--- src/pst_pkg.sv ---
// Shared types and constants for the per-type sensor statistics block.
// Used by pst_divider and per_type_sensor_stats; depends on nothing else.
package pst_pkg;

  localparam logic [3:0] TYPE_LOW  = 4'd1;
  localparam logic [3:0] TYPE_HIGH = 4'd7;
  localparam int NUM_SLOTS = 8;
  localparam int SLOT_W    = $clog2(NUM_SLOTS);

  localparam int SAMPLE_W = 16;
  localparam int SUM_W    = 48;
  localparam int COUNT_W  = 32;
  localparam int TIME_W   = 32;
  localparam int DIV_CNT_W = $clog2(SUM_W);

  localparam logic [COUNT_W-1:0] COUNT_MAX = {COUNT_W{1'b1}};

  localparam logic ACT_SUBMIT = 1'b0;
  localparam logic ACT_QUERY  = 1'b1;

  localparam logic STATUS_OK       = 1'b0;
  localparam logic STATUS_BAD_TYPE = 1'b1;

  typedef struct packed {
    logic                       action;
    logic [3:0]                 sensor_type;
    logic signed [SAMPLE_W-1:0] sample_value;
    logic [TIME_W-1:0]          timestamp;
  } req_t;

  typedef struct packed {
    logic                       status;
    logic signed [SAMPLE_W-1:0] latest_value;
    logic [COUNT_W-1:0]         sample_count;
    logic signed [SAMPLE_W-1:0] average_value;
    logic [TIME_W-1:0]          latest_time;
  } rsp_t;

endpackage

--- src/pst_divider.sv ---
// Restoring unsigned divider, one quotient bit per cycle.
// Divides a SUM_W-bit dividend by a COUNT_W-bit divisor; uses pst_pkg.
module pst_divider (
  input  logic                           clk,
  input  logic                           rst,
  input  logic                           start,
  input  logic [pst_pkg::SUM_W-1:0]      dividend,
  input  logic [pst_pkg::COUNT_W-1:0]    divisor,
  output logic                           busy,
  output logic                           done,
  output logic [pst_pkg::SUM_W-1:0]      quotient
);

  logic [pst_pkg::COUNT_W-1:0]   rem;
  logic [pst_pkg::COUNT_W-1:0]   dvs;
  logic [pst_pkg::SUM_W-1:0]     dq;
  logic [pst_pkg::DIV_CNT_W-1:0] cnt;
  logic [pst_pkg::COUNT_W:0]     shifted;
  logic [pst_pkg::COUNT_W:0]     diff;
  logic                          fits;

  // Bring down the next dividend bit and try the subtract.
  assign shifted = {rem, dq[pst_pkg::SUM_W-1]};
  assign diff    = shifted - {1'b0, dvs};
  assign fits    = ~diff[pst_pkg::COUNT_W];

  always_ff @(posedge clk) begin
    if (rst) begin
      busy <= 1'b0;
      done <= 1'b0;
      cnt  <= '0;
    end else begin
      done <= 1'b0;
      if (start) begin
        busy <= 1'b1;
        cnt  <= '0;
      end else if (busy) begin
        cnt <= cnt + 1'b1;
        if (cnt == pst_pkg::DIV_CNT_W'(pst_pkg::SUM_W - 1)) begin
          busy <= 1'b0;
          done <= 1'b1;
        end
      end
    end
  end

  // Hold the divisor for the whole division.
  always_ff @(posedge clk) begin
    if (start) begin
      rem <= '0;
      dvs <= divisor;
      dq  <= dividend;
    end else if (busy) begin
      rem <= fits ? diff[pst_pkg::COUNT_W-1:0] : shifted[pst_pkg::COUNT_W-1:0];
      dq  <= {dq[pst_pkg::SUM_W-2:0], fits};
    end
  end

  assign quotient = dq;

endmodule

--- src/per_type_sensor_stats.sv ---
// Per-type sensor statistics: latest reading, count, running sum and average.
// Submits and invalid types answer in the cycle after acceptance; a query
// waits for the 48-step shared restoring divider and then for the output register.
// One word at a time: the request side stalls while a query divides.
// Synchronous reset clears all per-type totals and empties the output register.
// Uses pst_pkg and pst_divider.
module per_type_sensor_stats (
  input  logic           clk,
  input  logic           rst,
  input  logic           req_valid,
  output logic           req_stall,
  input  pst_pkg::req_t  req,
  output logic           rsp_valid,
  input  logic           rsp_stall,
  output pst_pkg::rsp_t  rsp
);

  typedef enum logic [2:0] {
    ST_IDLE = 3'b001,
    ST_DIV  = 3'b010,
    ST_HOLD = 3'b100
  } state_t;

  state_t state, state_next;

  logic signed [pst_pkg::SAMPLE_W-1:0] last_reading  [pst_pkg::NUM_SLOTS];
  logic signed [pst_pkg::SUM_W-1:0]    reading_sum   [pst_pkg::NUM_SLOTS];
  logic [pst_pkg::COUNT_W-1:0]         reading_count [pst_pkg::NUM_SLOTS];
  logic [pst_pkg::TIME_W-1:0]          last_time     [pst_pkg::NUM_SLOTS];

  logic                          req_fire;
  logic                          out_free;
  logic                          type_ok;
  logic [pst_pkg::SLOT_W-1:0]    idx;
  logic signed [pst_pkg::SUM_W-1:0] sum_sel;
  logic [pst_pkg::SUM_W-1:0]     sum_mag;

  logic                          div_start;
  logic                          div_busy;
  logic                          div_done;
  logic [pst_pkg::SUM_W-1:0]     div_quot;

  // Query snapshot held while dividing.
  logic signed [pst_pkg::SAMPLE_W-1:0] q_latest;
  logic [pst_pkg::COUNT_W-1:0]         q_count;
  logic [pst_pkg::TIME_W-1:0]          q_time;
  logic                                q_neg;
  logic [pst_pkg::SAMPLE_W-1:0]        q_avg;
  logic [pst_pkg::SAMPLE_W-1:0]        avg_next;

  logic          rsp_load;
  pst_pkg::rsp_t rsp_next;

  assign out_free  = ~rsp_valid | ~rsp_stall;
  assign req_stall = (state != ST_IDLE) | ~out_free;
  assign req_fire  = req_valid & ~req_stall;

  assign type_ok = (req.sensor_type >= pst_pkg::TYPE_LOW) &&
                   (req.sensor_type <= pst_pkg::TYPE_HIGH) &&
                   (int'(req.sensor_type) < pst_pkg::NUM_SLOTS);
  assign idx     = req.sensor_type[pst_pkg::SLOT_W-1:0];
  assign sum_sel = reading_sum[idx];
  assign sum_mag = sum_sel[pst_pkg::SUM_W-1] ? pst_pkg::SUM_W'(-sum_sel)
                                               : pst_pkg::SUM_W'(sum_sel);

  assign div_start = req_fire && type_ok && (req.action == pst_pkg::ACT_QUERY);

  pst_divider u_div (
    .clk      (clk),
    .rst      (rst),
    .start    (div_start),
    .dividend (sum_mag),
    .divisor  (reading_count[idx]),
    .busy     (div_busy),
    .done     (div_done),
    .quotient (div_quot)
  );

  always_comb begin
    state_next = state;
    unique case (state)
      ST_IDLE: if (div_start) state_next = ST_DIV;
      ST_DIV:  if (div_done) state_next = ST_HOLD;
      ST_HOLD: if (out_free) state_next = ST_IDLE;
      default: state_next = ST_IDLE;
    endcase
  end

  always_ff @(posedge clk) begin
    if (rst) begin
      state <= ST_IDLE;
    end else begin
      state <= state_next;
    end
  end

  // Per-type store update on submit.
  always_ff @(posedge clk) begin
    if (rst) begin
      for (int i = 0; i < pst_pkg::NUM_SLOTS; i++) begin
        last_reading[i]  <= '0;
        reading_sum[i]   <= '0;
        reading_count[i] <= '0;
        last_time[i]     <= '0;
      end
    end else if (req_fire && type_ok && (req.action == pst_pkg::ACT_SUBMIT)) begin
      last_reading[idx] <= req.sample_value;
      last_time[idx]    <= req.timestamp;
      if (reading_count[idx] != pst_pkg::COUNT_MAX) begin
        reading_sum[idx]   <= reading_sum[idx] + pst_pkg::SUM_W'(req.sample_value);
        reading_count[idx] <= reading_count[idx] + 1'b1;
      end
    end
  end

  always_ff @(posedge clk) begin
    if (div_start) begin
      q_latest <= last_reading[idx];
      q_count  <= reading_count[idx];
      q_time   <= last_time[idx];
      q_neg    <= sum_sel[pst_pkg::SUM_W-1];
    end
    if (div_done) begin
      q_avg <= avg_next;
    end
  end

  // Apply the sign of the sum; an empty count averages to zero.
  always_comb begin
    if (q_count == '0) begin
      avg_next = '0;
    end else if (q_neg) begin
      avg_next = -div_quot[pst_pkg::SAMPLE_W-1:0];
    end else begin
      avg_next = div_quot[pst_pkg::SAMPLE_W-1:0];
    end
  end

  always_comb begin
    rsp_next = '0;
    rsp_load = 1'b0;
    if (state == ST_HOLD) begin
      rsp_load               = out_free;
      rsp_next.status        = pst_pkg::STATUS_OK;
      rsp_next.latest_value  = q_latest;
      rsp_next.sample_count  = q_count;
      rsp_next.average_value = q_avg;
      rsp_next.latest_time   = q_time;
    end else if (req_fire && !div_start) begin
      rsp_load        = 1'b1;
      rsp_next.status = type_ok ? pst_pkg::STATUS_OK : pst_pkg::STATUS_BAD_TYPE;
    end
  end

  always_ff @(posedge clk) begin
    if (rst) begin
      rsp_valid <= 1'b0;
    end else if (rsp_load) begin
      rsp_valid <= 1'b1;
    end else if (!rsp_stall) begin
      rsp_valid <= 1'b0;
    end
  end

  always_ff @(posedge clk) begin
    if (rsp_load) begin
      rsp <= rsp_next;
    end
  end

  assert property (@(posedge clk) disable iff (rst)
    div_busy |-> req_stall)
    else $error("request accepted while divider busy");

  assert property (@(posedge clk) disable iff (rst)
    (rsp_valid && rsp.status == pst_pkg::STATUS_BAD_TYPE) |->
      (rsp.sample_count == '0 && rsp.latest_time == '0 && rsp.average_value == '0))
    else $error("error word carries nonzero fields");

  assert property (@(posedge clk) disable iff (rst)
    (req_fire && type_ok && req.action == pst_pkg::ACT_SUBMIT &&
     reading_count[idx] != pst_pkg::COUNT_MAX) |=>
      (reading_count[$past(idx)] == $past(reading_count[idx]) + 1'b1))
    else $error("count did not advance on submit");

  assert property (@(posedge clk) disable iff (rst)
    div_done |-> (state == ST_DIV))
    else $error("divider finished outside a query");

endmodule

--- config.mk ---
export PLATFORM = sky130hd
export DESIGN_NAME = per_type_sensor_stats
export DESIGN_NICKNAME = d
export VERILOG_FILES = /design/src/pst_pkg.sv /design/src/pst_divider.sv /design/src/per_type_sensor_stats.sv
export SDC_FILE = /design/constraint.sdc
export NUM_CORES = 2
export LEC_CHECK = 0
export ABC_AREA = 1
export BUFFER_PORTS_ARGS = -buffer_cell sky130_fd_sc_hd__buf_4
export CAP_MARGIN = 20
export CORE_MARGIN = 4
export CORE_UTILIZATION = 55
export DETAILED_ROUTE_END_ITERATION = 7
export GPL_ROUTABILITY_DRIVEN = 1
export PLACE_DENSITY = 0.72
export SLEW_MARGIN = 0
export SYNTH_ARGS = -nofsm -noshare
export SYNTH_HDL_FRONTEND = slang
export SYNTH_SLANG_ARGS = --single-unit
--- constraint.sdc ---
create_clock -name clk -period 10.14 [get_ports clk]
set_clock_uncertainty 0.05 [all_clocks]
set_input_delay 1.521 -clock clk [delete_from_list [all_inputs] [get_ports clk]]
set_output_delay 1.521 -clock clk [all_outputs]
set_load 0.02 [all_outputs]
**After elaboration in Yosys (flattened, before gate mapping)**

Memories as Yosys holds them, arrays and structs flattened. A register that Yosys moved wholly into a read port is not among the register bits.
Index checks and enable logic that the tools add are counted.

- Add/sub/neg operators: 6
- Reductions and logical operators: 17
- Bitwise logic cells: 11
- Order comparisons: 3
- Equality and inequality tests: 10
- Multiplexer cells: 39

Operator list:

| operator | number |
|---|---|
| $mux W48 | 4 |
| $mux W32 | 3 |
| $reduce_or A32 Y1 | 2 |
| $add A48 B16 Y48 | 1 |
| $neg A48 Y48 | 1 |
| $reduce_or A48 Y1 | 1 |
| $sub A33 B32 Y33 | 1 |
| $add A32 B1 Y32 const B | 1 |
| $logic_not A32 Y1 | 1 |
| $mux W16 | 2 |
| $ne A32 B32 Y1 const B | 1 |
| $mux W1 | 22 |
| $mux W3 | 7 |
| $neg A16 Y16 | 1 |
| $reduce_or A16 Y1 | 1 |
| $pmux W3 S3 | 1 |
| $not A1 Y1 | 8 |
| $add A6 B1 Y6 const B | 1 |
| $eq A6 B6 Y1 const B | 1 |
| $logic_and A1 B1 Y1 | 6 |
| $ge A4 B1 Y1 const B | 1 |
| $le A4 B3 Y1 const B | 1 |
| $lt A4 B4 Y1 const B | 1 |
| $ne A2 B1 Y1 const B | 2 |
| 12 further kinds | 15 |

- Input bits: 57
- Output and inout bits: 99
- Bits in registers: 238
- Memories: 4
- RAM bits: 1,024
- Logic and storage cells: 105

Memory list:

| name | depth | width | rd ports | clocked after Yosys merged registers in | wr ports | line | RTL |
|---|---|---|---|---|---|---|---|
| reading_sum | 8 | 48 | 1 | 0 | 8 | per_type_sensor_stats.sv:27 | `logic signed [pst_pkg::SUM_W-1:0] reading_sum [pst_pkg::NUM_SLOTS];` |
| last_time | 8 | 32 | 1 | 1 | 8 | per_type_sensor_stats.sv:29 | `logic [pst_pkg::TIME_W-1:0] last_time [pst_pkg::NUM_SLOTS];` |
| reading_count | 8 | 32 | 1 | 0 | 8 | per_type_sensor_stats.sv:28 | `logic [pst_pkg::COUNT_W-1:0] reading_count [pst_pkg::NUM_SLOTS];` |
| last_reading | 8 | 16 | 1 | 1 | 8 | per_type_sensor_stats.sv:26 | `logic signed [pst_pkg::SAMPLE_W-1:0] last_reading [pst_pkg::NUM_SLOTS];` |

**Longest topological paths before layout**

- Word-level depth: 13
- Depth in mapped cells: 25

**By module**

A second synthesis with hierarchy kept.

- Cells, all modules: 6,844
- Area total of the unflattened synthesis: 64,284.2 sq um

By module, submodules not included:

| module | sequential area each (sq um) | cells each | area an instance (sq um) | instances |
|---|---|---|---|---|
| per_type_sensor_stats | 36,655.2 | 5,730 | 56,681.9 | 1 |
| pst_divider | 3,203.1 | 1,114 | 7,602.3 | 1 |

**Least setup slack after synthesis**

Ideal clock, no wire load.

- Path kind: in2reg
- Start: input port req[50] in the netlist's numbering
- End: register rsp[0] in the netlist's numbering (enable)
- Stages: 10
- Path buffers: 2
- Arrival: 7.402 ns
- Path slack: 2.103 ns
- Library setup time: 0.585 ns
- Required time: 9.505 ns
- Path through: buf_2 -> nor2_4 -> nand2_1 -> inv_2 -> buf_2 -> nor3_1 -> inv_1 -> nor2_1 -> or2_2 -> a21oi_1

- Cells in the longest elaborated chain, start to end: 9
- Elaborated cells on any way between the ends: 11
- Those cells by class: order compare: 3; mux: 2; reduce/logical: 6

Ends and longest elaborated chain:

| element | line | RTL |
|---|---|---|
| start, declared | per_type_sensor_stats.sv:12 | `input pst_pkg::req_t req,` |
| $ge A4 B1 Y1 or $le A4 B3 Y1 (tied branches) | per_type_sensor_stats.sv:58, per_type_sensor_stats.sv:59 |  |
| $logic_and A1 B1 Y1 | per_type_sensor_stats.sv:58 | `assign type_ok = (req.sensor_type >= pst_pkg::TYPE_LOW) &&` |
| $logic_and A1 B1 Y1 * | per_type_sensor_stats.sv:59 | `(req.sensor_type <= pst_pkg::TYPE_HIGH) &&` |
| $logic_and A1 B1 Y1 * (2 in a row) | per_type_sensor_stats.sv:66 | `assign div_start = req_fire && type_ok && (req.action == pst_pkg::ACT_QUERY);` |
| $logic_not A1 Y1 * | per_type_sensor_stats.sv:149 | `end else if (req_fire && !div_start) begin` |
| $logic_and A1 B1 Y1 * | per_type_sensor_stats.sv:149 |  |
| $mux W1 * | per_type_sensor_stats.sv:149 |  |
| $mux W1 * | per_type_sensor_stats.sv:142 | `if (state == ST_HOLD) begin` |
| net rsp_load | per_type_sensor_stats.sv:51 | `logic rsp_load;` |
| end signal, assigned | per_type_sensor_stats.sv:167 | `rsp <= rsp_next;` |
| end, declared | per_type_sensor_stats.sv:15 | `output pst_pkg::rsp_t rsp` |

Mark *: on every way through the listed nets, which the timed path passes. The rest lies on a longest branch.
A chain may end at the register's enable or synchronous reset.

==> flow_metrics.py <==
metrics = {
    "route": {
        "ant_nets": 0,
        "drcViolationCount": 0,
        "met2_length_um": 83100,
        "met3WireLength_um": 17500,
        "drt_wl_total_um": 179000,
        "drt-initial-drc-count": 5713,
        "dr.pass1.iters": 7,
        "wl_per_cell_um": 21.7,
        "routed.top_layer": "met4",
        "viasPerCell": 5.69,
        "wl_met1_um": 70300,
        "via_count": 46900,
    },
    "sta": {
        "worstMarginPinSlew_ns": 1.18,
        "slew_headroom_pct": 21.3,
        "hold_viol_final": 0,
        "maxSlewViolCount": 0,
        "rsz0062_at_grt": "no",
        "setup_viol": 0,
        "fmax_ghz": 0.146,
        "fin_tns_setup_ns": 0,
        "fin_crit_ns": 6.84,
        "post-route-period-util_pct": 67.4,
    },
    "synth": {
        "ys_warn_count": 0,
        "synthAdderAreaFrac_pct": 1.75,
        "synth.mux.area_fraction_pct": 0,
        "yosysSeqAreaShare_pct": 63.2,
        "yosysTopAreaCellShare_pct": 61.7,
        "postSynth.asyncResetShare_pct": 0,
        "synthSimpleGateAreaFrac_pct": 23.7,
        "synthFlopType": "edfxtp_1",
        "synth_compound_area_share_pct": 5.02,
        "ys_types": 46,
        "synth_area_mm2": 0.0616,
        "postSynthCellCount": 6439,
        "synth_area_leaders": "edfxtp_1, nand2_1, nor2_1",
        "synth_top_family_by_area": "simple AND/OR/NAND/NOR gates",
        "synth_xor_area_share_pct": 1.71,
        "synth_top_cell_by_area": "edfxtp_1",
        "ys_seq_elements": 1310,
        "synth_edf_count": 1266,
        "avgSynthCellArea_um2": 9.57,
    },
    "final_layout": {
        "fin_util_pct": 62.2,
        "multi_input_area_mm2": 0.0205,
        "fill_cells": 9102,
        "syn2layout_area_growth_pct": 12.1,
        "drive_gt1_share_pct": 6.81,
        "regArea_mm2": 0.0389,
        "nNetsFinal": 6795,
        "finalInstanceArea_mm2": 0.0691,
    },
    "pwr": {
        "power_per_cell_area_mw_per_mm2": 183,
        "p_total_mw": 12.6,
        "internal_power_mw": 9.31,
        "p_sw_share_pct": 26.2,
        "combinationalPowerShare_pct": 11.4,
        "p_leak_nw": 29.1,
        "p_switching_mw": 3.30,
        "clkPwrFrac_pct": 38.9,
        "sequentialPowerShare_pct": 49.6,
        "peakVddDrop_mv": 0.180,
    },
    "global_route": {
        "grt_max_degree": 108,
        "gr-total-overflow": 0,
        "grt_pass1_vias": 44700,
        "grtUsageTotal_pct": 30.1,
        "grt_pass1_wl_um": 267000,
        "grt_antenna_before_repair": 3,
    },
    "placed_design": {
        "port_buffers": 155,
        "dpl_cell_area_mm2": 0.0646,
        "gp_congestion": 0.987,
        "detailed_place_hpwl_um": 111000,
    },
    "critical_path": {
        "critical_path_required_ns": 10.47,
        "path_class": "input port to flip-flop",
        "worst_ep_arrival_time_ns": 7.17,
        "cp_max_fo": 43,
        "end_kind": "flip-flop",
        "start_kind": "input port",
    },
    "die": {
        "initial_utilization_pct": 55.5,
        "die_h_um": 343,
        "io_pins": 156,
        "design.core.area_mm2": 0.111,
        "design.die.area_mm2": 0.117,
        "rows": 122,
        "die_w_um": 343,
    },
    "clocking": {
        "clock-root-buffer": "clkbuf_16",
        "clk_pin_slew_ns": 0.06,
        "cts_setup_buffers": 0,
        "postCtsResizedCells": 0,
        "htreeDepth": 4,
        "cts_num_sinks": 1310,
        "postCtsHoldBufs": 0,
        "cts_tree": "done",
        "clk-insertion-delay-late_ns": 0.78,
        "clock_path_buffers": 3,
        "numCtsBuffers": 136,
    },
    "job": {
        "maxCapViolations": 0,
    },
    "min_path": {
        "hold_class": "flip-flop to flip-flop",
    },
    "status": {
        "status": "completed",
    },
}
## per-stage QoR
stage	worst slack, ns	instances	hold WS, ns
floorplan	2.10	6566	0.398
global placement	2.72	7995	0.410
detailed placement	2.64	7997	0.415
CTS	3.44	8235	0.426
global route	2.96	8241	0.446
finish	3.30	8242	0.426
## cell families (layout without fill, tap and decap cells)
| kind of cell | after synthesis | in the layout |
|---|---|---|
| DFF | 1310 | 1310 |
| buffers and inverters | 728 | 915 |
| and+or+nand+nor | 3702 | 3702 |
| AOI/OAI and AO/OA | 493 | 493 |
| adders and majority gates | 85 | 85 |
| other | 1 | 129 |
| xor gates and xnor gates | 120 | 120 |
## power groups by stage
stage / clock network [mW] / logic [mW] / registers, mW
floorplan: 0 / 0.830 / 6.40
global placement: 0 / 1.39 / 6.36
detailed placement: 0 / 1.41 / 6.37
CTS: 4.94 / 1.42 / 6.26
global route: 5.17 / 1.55 / 6.28
finish: 4.91 / 1.44 / 6.26
## final timing paths
kind                 startpoint                  end  slack, ns  cells after the start
setup / recovery        req[49]  reading_count[2][0]       3.30                     16
hold / removal    u_div.rem[25]        u_div.rem[25]       0.43                      2
setup reg to reg       state[0]   reading_sum[1][25]       5.34                     11
hold reg to reg   u_div.rem[25]        u_div.rem[25]       0.43                      2
## sequential cells by signal (all words and copies together) (netlist names), 6 cells and up
signal          cells
reading_sum       384
last_time         256
reading_count     256
last_reading      128
rsp                97
u_div.quotient     48
q_time             32
u_div.dvs          32
u_div.rem          32
q_avg              16
q_latest           16
u_div.cnt           6
## Yosys cell counts (3+ instances only)
cell / n
a22oi_1: 69
a221oi_1: 41
nand3_1: 197
o21ai_0: 124
xor2_1: 60
a21o_1: 7
inv_2: 8
o21a_1: 5
buf_4: 5
o31ai_1: 3
dfxtp_1: 44
a21oi_1: 147
nor2_4: 3
nand2_1: 2014
ha_1: 83
nand3b_1: 16
nor4_1: 14
o22ai_1: 7
edfxtp_1: 1266
buf_2: 101
nand2_2: 8
inv_1: 437
buf_1: 50
a31oi_1: 20
clkbuf_1: 121
nor2_1: 1312
a21boi_0: 10
clkinv_1: 6
o21bai_1: 14
nand4_1: 83
a22o_1: 35
o211ai_1: 4
xnor2_1: 60
and3_1: 7
a211oi_1: 3
and2_1: 3
or2_2: 3
nor3_1: 38
## worst max-delay path, cell delays in order
cell and delay, ns:
buf_4 0.28, inv_4 0.46, nand2_1 0.25, nor2_4 0.72, a22o_1 0.24, nor2_1 0.04
nand3_1 0.44, ha_1 0.28, nand3_1 0.16, nor2_2 0.25, nand4_1 0.21, nor2_2 0.21
nand4_4 0.31, nand2_4 0.59, nand2_4 0.54, buf_4 0.55
## per-layer routing
metal	vias to the layer above	track usage, %
met5	-	0
met4	0	13.4
met3	417	4.02
met2	2550	48.4
met1	22300	41.3
li1	21700	-
## cells in the final DEF (no fill, tap or decap), drive strengths merged, types with 3 or more instances in the layout
cell type / synthesis / routed
a211oi: 3 / 3
a21boi: 10 / 10
a21o: 7 / 7
a21oi: 147 / 147
a221oi: 41 / 41
a22o: 35 / 35
a22oi: 69 / 69
a31oi: 20 / 20
and2: 3 / 3
and3: 7 / 7
buf: 156 / 225
bufinv: 0 / 10
clkbuf: 121 / 170
clkinv: 6 / 52
conb: 1 / 128
dfxtp: 44 / 44
edfxtp: 1266 / 1266
ha: 83 / 83
inv: 445 / 456
nand2: 2022 / 2022
nand3: 197 / 197
nand3b: 16 / 16
nand4: 84 / 84
nor2: 1317 / 1317
nor3: 38 / 38
nor4: 14 / 14
o211ai: 4 / 4
o21a: 5 / 5
o21ai: 124 / 124
o21bai: 14 / 14
o22ai: 7 / 7
o31ai: 3 / 3
or2: 3 / 3
xnor2: 60 / 60
xor2: 60 / 60
## area by class of cell
| cell class | instances | area share, % |
|---|---|---|
| sequential | 1310 | 56.3 |
| multi-input combinational | 4528 | 29.6 |
| clock buffer | 169 | 5.21 |
| tap | 1488 | 2.70 |
| timing repair buffer | 226 | 2.64 |
| inverter | 451 | 2.47 |
| clock inverter | 69 | 1.03 |
| antenna | 1 | 0.00362 |
No activity file was read; power rests on OpenSTA's default activity.
